--- src/design/bmp_4bpp_palette_decoder_macros.svh ---
// Assertion macros for the palette decoder.
`ifndef BMP_4BPP_PALETTE_DECODER_MACROS_SVH
`define BMP_4BPP_PALETTE_DECODER_MACROS_SVH
`ifndef NO_ASSERTIONS
`define BMP_ASSERT_IMPL(label, clk, rst, a, c) \
  label: assert property (@(posedge clk) disable iff (rst) (a) |-> (c)) \
    else $error("assertion failed");
`define BMP_ASSERT_NEXT(label, clk, rst, a, c) \
  label: assert property (@(posedge clk) disable iff (rst) (a) |=> (c)) \
    else $error("assertion failed");
`else
`define BMP_ASSERT_IMPL(label, clk, rst, a, c)
`define BMP_ASSERT_NEXT(label, clk, rst, a, c)
`endif
`endif

--- src/design/bmp_pkg.sv ---
`default_nettype none
package bmp_pkg;
  localparam logic [15:0] BMP_MAGIC = 16'd19778;
  localparam logic [6:0] HEADER_BYTES = 7'd54;
  localparam logic [3:0] ST_PIXEL = 4'd0;
  localparam logic [3:0] ST_MAGIC = 4'd1;
  localparam logic [3:0] ST_PLANES = 4'd2;
  localparam logic [3:0] ST_DEPTH = 4'd3;
  localparam logic [3:0] ST_COMPRESSION = 4'd4;
  localparam logic [3:0] ST_HEADER_SIZE = 4'd5;
  localparam logic [3:0] ST_DIMENSIONS = 4'd6;
  localparam logic [3:0] ST_PALETTE_COUNT = 4'd7;
  localparam logic [3:0] ST_INDEX = 4'd8;

  typedef struct packed {
    logic [7:0] data_byte;
    logic       start_of_file;
  } in_item_t;

  typedef struct packed {
    logic [3:0] status;
    logic [7:0] red;
    logic [7:0] green;
    logic [7:0] blue;
    logic [9:0] pixel_row;
    logic [9:0] pixel_column;
    logic       last;
  } out_item_t;
endpackage
`default_nettype wire

--- src/design/bmp_ram.sv ---
`default_nettype none
module bmp_ram #(
  parameter int WIDTH = 24,
  parameter int DEPTH = 16
) (
  input  wire logic                     clk,
  input  wire logic                     we,
  input  wire logic [$clog2(DEPTH)-1:0] waddr,
  input  wire logic [WIDTH-1:0]         wdata,
  input  wire logic [$clog2(DEPTH)-1:0] raddr,
  output logic      [WIDTH-1:0]         rdata
);
  logic [WIDTH-1:0] mem [DEPTH];
  always_ff @(posedge clk) begin
    if (we) begin
      mem[waddr] <= wdata;
    end
    rdata <= mem[raddr];
  end
endmodule
`default_nettype wire

--- src/design/bmp_4bpp_palette_decoder.sv ---
// Streaming decoder for 4-bit palettised BMP files, one file byte per input
// item. Header and palette bytes are taken one per cycle unless the output
// stalls, and give no result, except a header error. A pixel byte gives up
// to two pixels through the single output port; the second nibble waits in
// a pending register and no new byte is taken until it has gone. Errors end
// the file, and the block then drops bytes until start_of_file. pixel_row and
// pixel_column wrap at 1024.
`default_nettype none
`include "bmp_4bpp_palette_decoder_macros.svh"
module bmp_4bpp_palette_decoder import bmp_pkg::*; #(
  parameter int MAX_WIDTH = 1024,
  parameter int MAX_HEIGHT = 1024
) (
  input  wire logic      clk,
  input  wire logic      rst,
  input  wire logic      in_valid,
  output logic           in_ready,
  input  wire in_item_t  in_data,
  output logic           out_valid,
  input  wire logic      out_ready,
  output out_item_t      out_data
);
  localparam int PE = 16;
  localparam int DW = 13;

  typedef enum logic [1:0] {PH_HEADER, PH_PALETTE, PH_PIXELS, PH_IDLE} phase_t;

  phase_t      phase;
  logic [6:0]  pos;
  logic [31:0] acc;
  logic [DW-1:0] width;
  logic [DW-1:0] height;
  logic [4:0]  pcount;
  logic [DW-1:0] row;
  logic [DW-1:0] col;
  logic [1:0]  pad;

  // second nibble waiting for its turn
  logic        pend;
  logic [3:0]  pend_idx;

  // stage between the RAM read and the output register
  logic        s_valid;
  logic [3:0]  s_status;
  logic [9:0]  s_row, s_col;
  logic        s_last;
  logic [3:0]  s_idx;
  logic [23:0] rdata;

  logic        stall;
  assign stall = s_valid && out_valid && !out_ready;
  assign in_ready = !pend && !stall;

  logic        acc_in;
  assign acc_in = in_valid && in_ready;

  // Combinational parse of the current header byte: shifted accumulator and header check.
  logic [31:0] acc_n;
  logic [3:0]  herr;
  always_comb begin
    acc_n = {in_data.data_byte, acc[31:8]};
    herr = ST_PIXEL;
    case (pos)
      7'd1:  if (acc_n[31:16] != BMP_MAGIC) herr = ST_MAGIC;
      7'd17: if (acc_n != 32'd40) herr = ST_HEADER_SIZE;
      7'd21: if (acc_n < 32'd1 || acc_n > 32'(MAX_WIDTH)) herr = ST_DIMENSIONS;
      7'd25: if (acc_n < 32'd1 || acc_n > 32'(MAX_HEIGHT)) herr = ST_DIMENSIONS;
      7'd27: if (acc_n[31:16] != 16'd1) herr = ST_PLANES;
      7'd29: if (acc_n[31:16] != 16'd4) herr = ST_DEPTH;
      7'd33: if (acc_n != 32'd0) herr = ST_COMPRESSION;
      7'd49: if (acc_n > 32'd16) herr = ST_PALETTE_COUNT;
      default: herr = ST_PIXEL;
    endcase
  end

  logic        herr_go;
  assign herr_go = acc_in && !in_data.start_of_file && phase == PH_HEADER
                   && herr != ST_PIXEL;

  logic        ram_we;
  logic [3:0]  ram_waddr, ram_raddr;
  assign ram_we = acc_in && !in_data.start_of_file && phase == PH_PALETTE
                  && pos[1:0] == 2'b11;
  assign ram_waddr = pos[5:2];

  // pixel step inputs
  logic        pix_go;
  logic [3:0]  pix_idx;
  logic        first_pix;
  assign first_pix = acc_in && !in_data.start_of_file && phase == PH_PIXELS
                     && pad == 2'd0;
  assign pix_go = !stall && (pend || first_pix);
  assign pix_idx = pend ? pend_idx : in_data.data_byte[7:4];
  // While a pixel waits in the stage, its colour is read again every cycle.
  assign ram_raddr = pix_go ? pix_idx : s_idx;

  bmp_ram #(.WIDTH(24), .DEPTH(PE)) u_pal (
    .clk(clk), .we(ram_we), .waddr(ram_waddr), .wdata(acc_n[23:0]),
    .raddr(ram_raddr), .rdata(rdata)
  );

  logic [DW-1:0] pad_w;
  assign pad_w = DW'(0) - ((width + DW'(1)) >> 1);

  always_ff @(posedge clk) begin
    if (rst) begin
      phase <= PH_HEADER; pos <= '0; acc <= '0; width <= '0; height <= '0;
      pcount <= '0; row <= '0; col <= '0; pad <= '0; pend <= 1'b0;
      s_valid <= 1'b0; out_valid <= 1'b0;
    end else begin
      if (!stall) begin
        s_valid <= pix_go || herr_go;
        if (s_valid) begin
          out_valid <= 1'b1;
          out_data.status <= s_status;
          out_data.red <= s_status == ST_PIXEL ? rdata[23:16] : 8'd0;
          out_data.green <= s_status == ST_PIXEL ? rdata[15:8] : 8'd0;
          out_data.blue <= s_status == ST_PIXEL ? rdata[7:0] : 8'd0;
          out_data.pixel_row <= s_row;
          out_data.pixel_column <= s_col;
          out_data.last <= s_last;
        end else if (out_ready) begin
          out_valid <= 1'b0;
        end
      end
      if (pix_go) begin
        s_row <= row[9:0];
        s_col <= col[9:0];
        s_idx <= pix_idx;
        if ({1'b0, pix_idx} >= pcount) begin
          s_status <= ST_INDEX; s_last <= 1'b1; phase <= PH_IDLE; pend <= 1'b0;
        end else if (row == '0 && col + DW'(1) >= width) begin
          s_status <= ST_PIXEL; s_last <= 1'b1; phase <= PH_IDLE; pend <= 1'b0;
        end else begin
          s_status <= ST_PIXEL; s_last <= 1'b0;
          if (col + DW'(1) >= width) begin
            row <= row - DW'(1); col <= '0; pad <= pad_w[1:0]; pend <= 1'b0;
          end else begin
            col <= col + DW'(1);
            pend <= !pend;
            if (!pend) pend_idx <= in_data.data_byte[3:0];
          end
        end
      end else if (acc_in) begin
        phase_t ph;
        ph = in_data.start_of_file ? PH_HEADER : phase;
        if (in_data.start_of_file) begin
          phase <= PH_HEADER; width <= '0; height <= '0;
          pcount <= '0; row <= '0; col <= '0; pad <= '0;
        end
        case (ph)
          PH_HEADER: begin
            if (herr_go) begin
              s_status <= herr; s_row <= '0; s_col <= '0;
              s_last <= 1'b1; phase <= PH_IDLE;
            end else if (in_data.start_of_file) begin
              acc <= {in_data.data_byte, 24'd0};
              pos <= 7'd1;
            end else begin
              acc <= acc_n;
              if (pos == 7'd21) width <= acc_n[DW-1:0];
              if (pos == 7'd25) height <= acc_n[DW-1:0];
              if (pos == 7'd49) pcount <= acc_n[4:0] == 5'd0 ? 5'd16 : acc_n[4:0];
              if (pos + 7'd1 >= HEADER_BYTES) begin
                phase <= PH_PALETTE; pos <= '0; acc <= '0;
              end else begin
                pos <= pos + 7'd1;
              end
            end
          end
          PH_PALETTE: begin
            acc <= acc_n;
            if ({1'b0, pos} + 8'd1 >= {1'b0, pcount, 2'b00}) begin
              phase <= PH_PIXELS; pos <= '0; acc <= '0;
              row <= height - DW'(1); col <= '0; pad <= '0;
            end else begin
              pos <= pos + 7'd1;
            end
          end
          PH_PIXELS: if (pad != 2'd0) pad <= pad - 2'd1;
          default: ;
        endcase
      end
    end
  end

  `BMP_ASSERT_IMPL(a_pend_no_ready, clk, rst, pend, !in_ready)
  `BMP_ASSERT_NEXT(a_err_idle, clk, rst,
    s_valid && !stall && s_last, phase == PH_IDLE || $past(acc_in))
  `BMP_ASSERT_IMPL(a_err_black, clk, rst,
    out_valid && out_data.status != ST_PIXEL,
    out_data.last && out_data.red == 8'd0)
endmodule
`default_nettype wire

--- config.mk ---
export PLATFORM = sky130hd
export DESIGN_NAME = bmp_4bpp_palette_decoder
export DESIGN_NICKNAME = d
export VERILOG_FILES = /design/src/design/bmp_pkg.sv /design/src/design/bmp_ram.sv /design/src/design/bmp_4bpp_palette_decoder.sv
export VERILOG_INCLUDE_DIRS = /design/src /design/src/design
export SDC_FILE = /design/constraint.sdc
export NUM_CORES = 1
export LEC_CHECK = 0
export ABC_CLOCK_PERIOD_IN_PS = 5850
export BUFFER_PORTS_ARGS = -buffer_cell sky130_fd_sc_hd__buf_2
export CAP_MARGIN = 20
export CELL_PAD_IN_SITES_DETAIL_PLACEMENT = 1
export CELL_PAD_IN_SITES_GLOBAL_PLACEMENT = 2
export CORE_MARGIN = 8
export CORE_UTILIZATION = 40
export CTS_CLUSTER_DIAMETER = 100
export DETAILED_ROUTE_END_ITERATION = 7
export PLACE_DENSITY_LB_ADDON = 0.1
export SETUP_SLACK_MARGIN = 0.2
export SLEW_MARGIN = 20
export SYNTH_ARGS = -nofsm -noshare
export SYNTH_HDL_FRONTEND = slang
export SYNTH_SLANG_ARGS = --single-unit
--- constraint.sdc ---
create_clock -name clk -period 5.85 [get_ports clk]
set_input_delay 0.2925 -clock clk [delete_from_list [all_inputs] [get_ports clk]]
set_output_delay 0.2925 -clock clk [all_outputs]
set_load 0.02 [all_outputs]
# ---- Word level (Yosys, flattened, before mapping)
# Memory sizes are Yosys's and may differ from the RTL's. A register that Yosys moved wholly into a read port is not among the register bits.
# Index checks and enable logic that the tools add are counted.
dict set report word_totals {
  reg_bits 185
  mem_bits_rw 384
  in_bits 13
  output_inout_bits 51
  n_memories 1
}
# memory words width rd rd_ports_with_merged_regs write_ports line
set memory_table {}
lappend memory_table {u_pal.mem 16 24 1 1 1 bmp_ram.sv:13} ;# logic [WIDTH-1:0] mem [DEPTH];
dict set report op_classes {
  addsub 8
  n_lt_le_gt_ge 7
  n_eq_ne 22
  mux 94
  bitwise 7
  n_reduce_logical 44
}
# cell n
set op_table {}
lappend op_table {{13-bit 2-to-1 mux} 26}
lappend op_table {{32-bit 2-to-1 mux} 4}
lappend op_table {{32-bit one-hot mux with 2 select lines} 1}
lappend op_table {{10-bit 2-to-1 mux} 5}
lappend op_table {{2-bit 2-to-1 mux} 19}
lappend op_table {{7-bit by 5-bit == test with 1-bit output (second input constant)} 5}
lappend op_table {{32-bit by 11-bit > comparator with 1-bit output (second input constant)} 1}
lappend op_table {{32-bit by 5-bit > comparator with 1-bit output (second input constant)} 1}
lappend op_table {{32-bit by 1-bit < comparator with 1-bit output (second input constant)} 1}
lappend op_table {{32-bit by 6-bit != test with 1-bit output (second input constant)} 1}
lappend op_table {{32-bit nonzero test} 1}
lappend op_table {{5-bit 2-to-1 mux} 6}
lappend op_table {{4-bit 2-to-1 mux} 7}
lappend op_table {{7-bit 2-to-1 mux} 4}
lappend op_table {{4-bit one-hot mux with 7 select lines} 1}
lappend op_table {{13-bit by 1-bit subtractor with 13-bit output (second input constant)} 2}
lappend op_table {{16-bit by 1-bit != test with 1-bit output (second input constant)} 1}
lappend op_table {{16-bit by 15-bit != test with 1-bit output (second input constant)} 1}
lappend op_table {{16-bit by 3-bit != test with 1-bit output (second input constant)} 1}
lappend op_table {{7-bit by 6-bit == test with 1-bit output (second input constant)} 2}
lappend op_table {{1-bit 2-to-1 mux} 14}
lappend op_table {{7-bit one-hot mux with 2 select lines} 1}
lappend op_table {{13-bit by 1-bit adder with 13-bit output (second input constant)} 1}
lappend op_table {{13-bit >= comparator} 1}
lappend op_table {{31 further kinds} 75}

# ---- Depth between registers and ports, before layout
dict set report depth {
  ltp_word 12
  mapped_depth 16
  mapped_depth_nobuf 15
}

# ---- Modules after synthesis
# A second synthesis with hierarchy kept.
dict set report hier_totals {
  hier_cells 1432
  hier_area_um2 23402.4
}
# module n_inst cells_per_inst area_per_inst_um2 seq_area_each_um2
set by_module_without_submodules {}
lappend by_module_without_submodules {bmp_ram 1 636 14930.6 12011.5}
lappend by_module_without_submodules {bmp_4bpp_palette_decoder 1 796 8471.9 4364.2}

# ---- Least setup slack after synthesis
# OpenSTA, ideal clock, no wires.
dict set report synth_path {
  path_kind {input -> register}
  from {input port rst}
  to {register out_data[0] in the netlist's numbering (enable)}
  arrival_ps 4375
  required_ps 5324
  slack_ps 949
  path_stages 3
  path_buffers 2
  cell_sequence {clkbuf_1 clkbuf_1 nor3b_1}
}
dict set report synth_between {
  elab_chain_cells 2
}
# item line
set synth_lines {}
lappend synth_lines {{start: declaration} bmp_4bpp_palette_decoder.sv:15} ;# input wire logic rst,
lappend synth_lines {{1-bit inverter (no source line)} -}
lappend synth_lines {{3-bit AND reduction (no source line)} -}
lappend synth_lines {{end: declaration} bmp_4bpp_palette_decoder.sv:21} ;# output out_item_t out_data
# No other way between the ends.
# A chain may end at the register's enable or synchronous reset.

# ---- Final worst setup path
dict set report layout_path {
  from {register col[0]}
  to {register pend_idx[0] (enable)}
}
dict set report layout_between {
  elab_chain_cells 5
  elab_cells_between_ends 6
}
# item line
set layout_lines {}
lappend layout_lines {{start: declaration} bmp_4bpp_palette_decoder.sv:35} ;# logic [DW-1:0] col;
lappend layout_lines {{start signal: assignment} bmp_4bpp_palette_decoder.sv:139} ;# col <= col + DW'(1);
lappend layout_lines {{13-bit by 1-bit adder with 13-bit output (*)} {bmp_4bpp_palette_decoder.sv:132, bmp_4bpp_palette_decoder.sv:136}}
lappend layout_lines {{13-bit >= comparator (*)} {bmp_4bpp_palette_decoder.sv:132, bmp_4bpp_palette_decoder.sv:136}}
lappend layout_lines {{1-bit logical AND} bmp_4bpp_palette_decoder.sv:132} ;# end else if (row == '0 && col + DW'(1) >= width) begin
lappend layout_lines {{1-bit inverter (no source line)} -}
lappend layout_lines {{6-bit AND reduction (no source line) (*)} -}
lappend layout_lines {{end signal: assignment} bmp_4bpp_palette_decoder.sv:141} ;# if (!pend) pend_idx <= in_data.data_byte[3:0];
lappend layout_lines {{end: declaration} bmp_4bpp_palette_decoder.sv:40} ;# logic [3:0] pend_idx;
# Mark *: on every way between the ends. The rest lies on a longest branch, timed or not.

==> flow_metrics.py <==
metrics = {
    "outcome": {
        "status": "finished clean",
    },
    "worst_setup_path": {
        "r2r_cells": 12,
        "crit_family": "simple AND/OR/NAND/NOR gates",
        "critical_path.startpoint_type": "flop",
        "cp_max_fo": 13,
        "crit_path_cell_trace": "ha_1, nand3_1, nor2_1, and3_1, nand3_1, xnor2_1, ha_1, a2111oi_0, a21oi_1, nor4_1, and2_1, nor2b_1",
        "slowest_stage": "and2_1",
        "max_stage_delay_ns": 0.59,
        "cp.required_ns": 6.14,
        "worst-r2r-setup-slack_ns": 1.52,
        "critPathKind": "flop to flop",
        "startpoint": "col[0]$_SDFFE_PP0P_",
        "cp_num_buf_inv": 0,
        "crit_arrival_ns": 4.62,
        "end_kind": "flop",
        "r2r-start": "col[0]$_SDFFE_PP0P_",
        "crit_cells": 12,
        "critPathCapture": "pend_idx[0]$_DFFE_PP_",
        "worstReg2RegEnd": "pend_idx[0]$_DFFE_PP_",
    },
    "final_layout": {
        "seq_area_um2": 16380,
        "layout.nets": 1615,
        "area_growth_pct": 15.13,
        "design_area_um2": 27080,
        "multi_input_area_um2": 6875,
        "nFillCells": 5704,
        "drive_above_1_share": 0.2063,
        "num_antenna_cells": 0,
    },
    "synth": {
        "synth_xor_area_frac": 0.01080,
        "ys_seq_area_frac": 0.6961,
        "ys_ff_latch": 585,
        "avgSynthCellArea_um2": 16.09,
        "synth_compound_area_frac": 0.06138,
        "synthMuxAreaShare": 0.1265,
        "synth_top_family_by_area": "multiplexers",
        "synth_top_area_share": 0.5949,
        "ys_async_sr_fraction": 0,
        "synth_adder_area_share": 0.01702,
        "syn_area_um2": 23520,
        "synthSimpleGateAreaFrac": 0.07016,
        "ys_types": 76,
        "synth_area_leader_cell": "edfxtp_1",
        "synth-main-ff-cell": "edfxtp_1",
        "synthTopCellsByCount": "edfxtp_1 (466), dfxtp_1 (119), mux4_2 (96)",
        "yosysMostFrequentCell": "edfxtp_1",
        "synth_warnings": 0,
        "synth_cells": 1462,
        "synth_area_leaders": "edfxtp_1 (59%), dfxtp_1 (10%), mux4_2 (9.2%)",
        "syn_nets": 1507,
        "synth_edf_count": 466,
    },
    "floorplan": {
        "dieArea_um2": 66820,
        "io_pins": 64,
        "die_x_um": 258.5,
        "rows": 89,
        "die_h_um": 258.5,
        "fp.coreArea_um2": 58570,
        "initial_utilization": 0.4016,
    },
    "clock_network": {
        "cts_inserted_buffers": 60,
        "root_buffer": "clkbuf_16",
        "cts_hold_buffers": 9,
        "cts_resized": 0,
        "h-tree-depth": 2,
        "post_cts_buffers": 0,
        "cts.path.max_buffers": 3,
        "path_clk_slew_ns": 0.06,
        "cts_tree": "yes",
        "clk_latency_ns": 0.63,
        "cts_sinks": 585,
    },
    "timing": {
        "rsz0062_at_grt": "no",
        "fin_crit_sh": 0.7404,
        "relSlewSlack": 0.2932,
        "worstMarginPinSlew_ns": 1.060,
        "finClkSkew_ns": 0.01944,
        "fmax_mhz": 230.9,
        "hold_viol_final": 0,
        "min_period_ns": 4.331,
        "fin_tns_setup_ns": 0,
        "finalSetupViolCount": 0,
        "drv_slew": 0,
    },
    "routing": {
        "drtPass1Iterations": 4,
        "drt_iter0_markers": 856,
        "dr_total_vias": 13090,
        "detail_route.vias_per_cell": 5.470,
        "antenna_left": 0,
        "wl_per_cell_um": 25.61,
        "drc": 0,
        "routed_wl_um": 61260,
    },
    "global_route": {
        "gr-total-overflow": 0,
        "antenna_found_initial": 0,
        "grt_pass1_wl_um": 91690,
        "grt_pass1_vias": 14010,
        "grt.total_usage": 0.1820,
        "grt_max_degree": 60,
    },
    "placement": {
        "portBuffers": 63,
        "dpl_cell_area_um2": 25010,
        "gp_congestion": 0.7819,
        "hpwlAfterDp_um": 36060,
    },
    "pwr": {
        "p_per_area_nw_per_um2": 324.3,
        "ir_drop_v": 0.0002484,
        "total_leakage_power_nw": 9.597,
    },
    "job": {
        "drv_cap": 0,
    },
    "min_path": {
        "hold_class": "input port to flop",
    },
}
## power by group
group | switching (mW) | internal [mW] | leakage [nW]
Sequential | 0.0640 | 4.51 | 5.62
Clock | 1.62 | 2.21 | 0.962
Combinational | 0.225 | 0.154 | 3.01
## flip-flops by register name, indices dropped and copies added, names as in the netlist
signal and cells:
s_last 1, acc 24, pad 2, u_pal.rdata 24
u_pal.mem 384, s_col 10, out_valid 1, pend_idx 4
width 13, pend 1, s_status 4, col 13
row 13, phase 2, s_idx 4, pos 7
s_row 10, s_valid 1, out_data 49, pcount 5
height 13
## layer usage
| layer | track usage | wire length [µm] |
|---|---|---|
| met1 | 0.2394 | 27170 |
| met2 | 0.3175 | 31010 |
| met3 | 0.02606 | 1914 |
| met4 | 0.04249 | 1172 |
| met5 | 0 | 0 |
## cells in the final DEF (no fill, tap or decap), drive strengths merged, types with 34 or more instances in the layout
cell type	n
o21ai	35
mux2i	78
and2	41
mux4	96
nor2	70
clkbuf	81
nand3	44
nand2	66
edfxtp	466
buf	103
dfxtp	119
inv	42
a21oi	70
a22o	34
## per-stage QoR
step	cells	worst slack (ns)	power [mW]	hold slack (ns)	util
global route	2392	1.060	9.070	0.2546	0.4624
CTS	2392	1.452	8.900	0.1716	0.4623
finish	2392	1.519	8.782	0.2106	0.4624
floorplan	1462	0.9490	4.901	0.3914	-
global placement	2272	1.715	5.041	0.4098	0.4270
detailed placement	2272	1.482	5.047	0.4052	0.4270
## cells by family after synthesis
kind of cell    Yosys count
compound gates          212
xor+xnor                 29
fa+ha+maj                32
buf+inv                 107
flops                   585
mux                     177
simple gates            320
## area by class of cell
type | instances | area share
sequential | 585 | 0.6047
multi-input combinational | 770 | 0.2539
clock buffer | 81 | 0.06131
tap | 773 | 0.03571
timing repair buffer | 112 | 0.02698
clock inverter | 30 | 0.01160
inverter | 41 | 0.005867
## worst reg2reg max path: cells and delay by family (launching register included)
kind,cells,cell delay (ns)
adder cells (fa/ha/maj),2,0.57
AO/OA/AOI/OAI,2,0.67
AND/OR/NAND/NOR,7,2.09
XOR/XNOR,1,0.24
flip-flops,1,0.43
## worst min path at each step
| stage | startpoint | slack (ns) | endpoint | cells after the start |
|---|---|---|---|---|
| after floorplan | in_data[1] | 0.39 | pend_idx[0]$_DFFE_PP_ | 0 |
| final | in_valid | 0.21 | s_valid$_SDFFE_PP0N_ | 4 |
| after CTS | in_valid | 0.17 | s_valid$_SDFFE_PP0N_ | 4 |
| after detailed placement | s_col[1]$_SDFFCE_PN0P_ | 0.41 | out_data[2]$_DFFE_PP_ | 0 |
| after global placement | s_col[1]$_SDFFCE_PN0P_ | 0.41 | out_data[2]$_DFFE_PP_ | 0 |
| after global routing | in_valid | 0.25 | s_valid$_SDFFE_PP0N_ | 4 |
Note: power is estimated with default switching activity, not from simulation.
